File: src/hs_pkg.sv
package hs_pkg;

    localparam int QBITS   = 30;
    localparam int SIN_LAT = 9;
    localparam int TOP_LAT = SIN_LAT + 5;

    localparam logic [16:0] FULL_TURN     = 17'd36000;
    localparam logic [16:0] THREE_QUARTER = 17'd27000;
    localparam logic [16:0] HALF_TURN     = 17'd18000;
    localparam logic [16:0] QUARTER_TURN  = 17'd9000;

    localparam logic [36:0] RECIP_K = 37'd125099989649;

    localparam logic [30:0] COEF0 = 31'd1686629713;
    localparam logic [30:0] COEF1 = 31'd693598668;
    localparam logic [30:0] COEF2 = 31'd85569306;
    localparam logic [30:0] COEF3 = 31'd5026995;
    localparam logic [30:0] COEF4 = 31'd172272;
    localparam logic [30:0] QONE  = 31'h4000_0000;

    localparam logic [7:0] CFG_SUN_ELEVATION = 8'd0;
    localparam logic [7:0] CFG_SUN_AZIMUTH   = 8'd1;

endpackage

File: src/hs_mulq.sv
module hs_mulq (
    input  logic               i_clk,
    input  logic               i_en,
    input  logic signed [31:0] i_a,
    input  logic signed [31:0] i_b,
    output logic signed [31:0] o_p
);

    logic [30:0] mag_a;
    logic [30:0] mag_b;
    logic [61:0] prod;
    logic [61:0] rnd;
    logic        neg;
    logic signed [31:0] r_p;

    always_comb begin
        mag_a = i_a[31] ? 31'(-i_a) : i_a[30:0];
        mag_b = i_b[31] ? 31'(-i_b) : i_b[30:0];
        neg   = i_a[31] ^ i_b[31];
        prod  = 62'(mag_a) * 62'(mag_b);
        rnd   = prod + (62'(1) << (hs_pkg::QBITS - 1));
    end

    always_ff @(posedge i_clk) begin
        if (i_en) begin
            r_p <= neg ? -$signed({1'b0, rnd[60:30]}) : $signed({1'b0, rnd[60:30]});
        end
    end

    assign o_p = r_p;

endmodule

File: config.mk
export PLATFORM = sky130hd
export DESIGN_NAME = hs_mulq
export DESIGN_NICKNAME = d
export VERILOG_FILES = /design/src/hs_pkg.sv /design/src/hs_mulq.sv
export SDC_FILE = /design/constraint.sdc
export NUM_CORES = 2
export LEC_CHECK = 0
export BUFFER_PORTS_ARGS = -buffer_cell sky130_fd_sc_hd__buf_2
export CORE_AREA = 2 2 252 254
export DETAILED_ROUTE_END_ITERATION = 7
export DIE_AREA = 0 0 254 256
export PLACE_DENSITY = 0.81
export SLEW_MARGIN = 15
export SYNTH_ARGS = -nofsm -noshare
export SYNTH_HDL_FRONTEND = slang
export SYNTH_SLANG_ARGS = --single-unit
export TNS_END_PERCENT = 100
File: constraint.sdc
create_clock -name i_clk -period 11.6 [get_ports i_clk]
set_input_delay 0.58 -clock i_clk [delete_from_list [all_inputs] [get_ports i_clk]]
set_output_delay 0.58 -clock i_clk [all_outputs]
set_load 0.005 [all_outputs]
==> impl_metrics.env <==
export IMPL_layout_filler_cells=5348
export IMPL_synthesis_nets=5151
export IMPL_wl_per_cell_microns=21.17
export IMPL_synthArstFlopShare=0
export IMPL_post_synth_inst_count=3973
export IMPL_critPathCaptureType="flop"
export IMPL_finalCriticalPeriod_ns=11.30
export IMPL_timing_final_max_slew_violations=0
export IMPL_first_pass_grt_wire_length_microns=164200
export IMPL_timing_slew_headroom=0.1360
export IMPL_groute_usage_overall=0.3320
export IMPL_design_die_area_sq_um=65020
export IMPL_flow_area_growth_from_synthesis_pct=9.400
export IMPL_detail_routed_via_count_per_cell=5.746
export IMPL_ios=98
export IMPL_worstSetupPathType="primary input to flop"
export IMPL_hpwl_reported_at_the_end_of_detailed_placement_microns=91240
export IMPL_core_area_sq_um=62390
export IMPL_critical_path_max_stage_delay_ns=0.61
export IMPL_ys_warn_count=0
export IMPL_num_vias=28680
export IMPL_fin_setup_tns_ns=0
export IMPL_die_height_microns=256
export IMPL_setup_viol_count_final=0
export IMPL_grt_antenna_before_repair=6
export IMPL_drt_pass1_iterations=6
export IMPL_synth_main_ff_cell="sky130_fd_sc_hd__edfxtp_1"
export IMPL_synthesis_area_per_instance_sq_um=8.550
export IMPL_number_of_global_route_vias_before_repair=30370
export IMPL_final_nets=5320
export IMPL_place_gp_congestion=1.035
export IMPL_finalWirelength_microns=105600
export IMPL_maxCapViolations=0
export IMPL_highest_clock_rate_mhz=88.53
export IMPL_result_of_the_run="finished clean"
export IMPL_drc=0
export IMPL_worstPathRequired_ns=11.61
export IMPL_largest_register_ff_count=32
export IMPL_die_width_microns=254
export IMPL_critical_path_arrival_ns=11.31
export IMPL_cts_num_sinks=32
export IMPL_clk_path_buf_depth=2
export IMPL_synthesis_area_sq_um=33970
export IMPL_floorplan_rows=92
export IMPL_clk_transition_reported_paths_ns=0.05
export IMPL_flop_and_latch_count_out_of_synthesis=32
export IMPL_post_route_period_util=0.9738
export IMPL_holdCritPathClass="primary input to flop"
export IMPL_layout_core_utilization=0.5956
export IMPL_grt_remaining_overflow=0
export IMPL_drive_gt1_frac=0.09923
export IMPL_clk_root_buffer_cell="sky130_fd_sc_hd__clkbuf_16"
export IMPL_cp_slowest_cell="sky130_fd_sc_hd__fa_1"
export IMPL_yosysSeqAreaShare=0.02829
export IMPL_detailedRoute_firstIterationViolations=2478
export IMPL_cts_made_buffers=5
export IMPL_start_util=0.5445
export IMPL_io_buffer_count=97
export IMPL_critical_path_top_cell_by_count="sky130_fd_sc_hd__fa_1"
export IMPL_netlist_cell_type_count=71
export IMPL_ant_nets=0
export IMPL_hold_viol=0
export IMPL_start_kind="primary input"
export IMPL_crit_fanout=13
export IMPL_htree_levels=2
export IMPL_edff_count_synth=32
export IMPL_tightestPinTransition_ns=1.287
export IMPL_grt_max_degree=33
export IMPL_tritoncts_clock_tree="built"
repair_timing:
item	CTS	global route
endpoints found under the setup margin	0	18
hold buffers	0	0
hold endpoints to repair	0	0
gates resized for setup	0	43
setup buffers	0	9
cells in the mapped netlist (9+ instances only):
master                     instances  area share
sky130_fd_sc_hd__inv_1           937        0.10
sky130_fd_sc_hd__fa_1            837        0.49
sky130_fd_sc_hd__nand2_1         564       0.062
sky130_fd_sc_hd__nor2_1          514       0.057
sky130_fd_sc_hd__ha_1            275        0.10
sky130_fd_sc_hd__clkbuf_1        169       0.019
sky130_fd_sc_hd__xnor2_1          93       0.024
sky130_fd_sc_hd__xor2_1           76       0.020
sky130_fd_sc_hd__a21oi_1          74       0.011
sky130_fd_sc_hd__o21ai_0          72       0.011
sky130_fd_sc_hd__edfxtp_1         32       0.028
sky130_fd_sc_hd__nand4_1          27      0.0050
sky130_fd_sc_hd__nand3_1          22      0.0032
sky130_fd_sc_hd__and2_1           21      0.0039
sky130_fd_sc_hd__a211oi_1         18      0.0040
sky130_fd_sc_hd__a21o_1           17      0.0038
sky130_fd_sc_hd__nor3_1           16      0.0024
sky130_fd_sc_hd__o31ai_1          16      0.0035
sky130_fd_sc_hd__or3_1            15      0.0028
sky130_fd_sc_hd__nand2b_1         13      0.0024
sky130_fd_sc_hd__and3_1           10      0.0018
sky130_fd_sc_hd__o211ai_1         10      0.0022
sky130_fd_sc_hd__a21boi_0          9      0.0020
sky130_fd_sc_hd__o41ai_1           9      0.0023
sky130_fd_sc_hd__or4_1             9      0.0020
stage by stage:
| stage | instances | cell area (sq um) | worst slack [ns] | hold WS (ns) |
|---|---|---|---|---|
| floorplan | 3973 | 33970 | 0.2383 | 0.6925 |
| global route | 4988 | 37150 | -0.04330 | 0.9340 |
| CTS | 4978 | 36880 | 0.03150 | 0.9150 |
| global placement | 4971 | 36750 | 0.01903 | 0.9734 |
| detailed placement | 4971 | 36750 | -0.1924 | 0.9723 |
| finish | 4991 | 37160 | 0.3044 | 0.9046 |
per-layer routing:
layer / part of all wire / vias up / track usage
met1: 0.34 / 14300 / 0.4118
met3: 0.11 / 488 / 0.06275
met2: 0.46 / 1773 / 0.5227
met4: 0.087 / 6 / 0.2345
met5: 0.00038 / - / 0
li1: - / 12110 / -
cells by family after synthesis:
group,Yosys count,share of synthesized area
simple gates,1251,0.1518
fa+ha+maj,1112,0.5946
buf+inv,1110,0.1228
compound gates,291,0.05591
xor+xnor,171,0.04486
flops,32,0.02829
mux,6,0.001842
path summary, 6_finish.rpt:
path	cells past startpoint	startpoint	endpoint
min	1	i_en	o_p[31]
max	35	i_b[0]	o_p[27]
cell type report:
| class | count | area [sq um] | share of cell area |
|---|---|---|---|
| Inverter | 937 | 3517 | 0.09464 |
| Antenna cell | 3 | 7.507 | 0.0002020 |
| Tap cell | 846 | 1059 | 0.02848 |
| Clock buffer | 5 | 125.1 | 0.003367 |
| Sequential cell | 32 | 960.9 | 0.02586 |
| Multi-Input combinational cell | 2832 | 29180 | 0.7853 |
| Clock inverter | 2 | 7.507 | 0.0002020 |
| Timing Repair Buffer | 334 | 2301 | 0.06192 |
layout by cell type, fill, tap and decap left out, types with 71 or more instances in the layout:
| master | count |
|---|---|
| sky130_fd_sc_hd__inv_1 | 937 |
| sky130_fd_sc_hd__xor2_1 | 71 |
| sky130_fd_sc_hd__a21oi_1 | 71 |
| sky130_fd_sc_hd__nand2_1 | 564 |
| sky130_fd_sc_hd__ha_1 | 275 |
| sky130_fd_sc_hd__nor2_1 | 511 |
| sky130_fd_sc_hd__buf_4 | 232 |
| sky130_fd_sc_hd__xnor2_1 | 73 |
| sky130_fd_sc_hd__fa_1 | 836 |
| sky130_fd_sc_hd__buf_2 | 97 |
worst max-delay path: cells and delay by family:
kind / cells / cell delay (ns)
AOI/OAI and AO/OA: 6 / 1.58
xor gates and xnor gates: 3 / 0.57
adders and majority gates: 10 / 4.61
buffers and inverters: 6 / 0.58
muxes: 1 / 0.36
and+or+nand+nor: 9 / 2.98
Power is left out: the tool's default activity adds up to more than one toggle a clock period on the data nets, which glitch-free logic cannot reach.
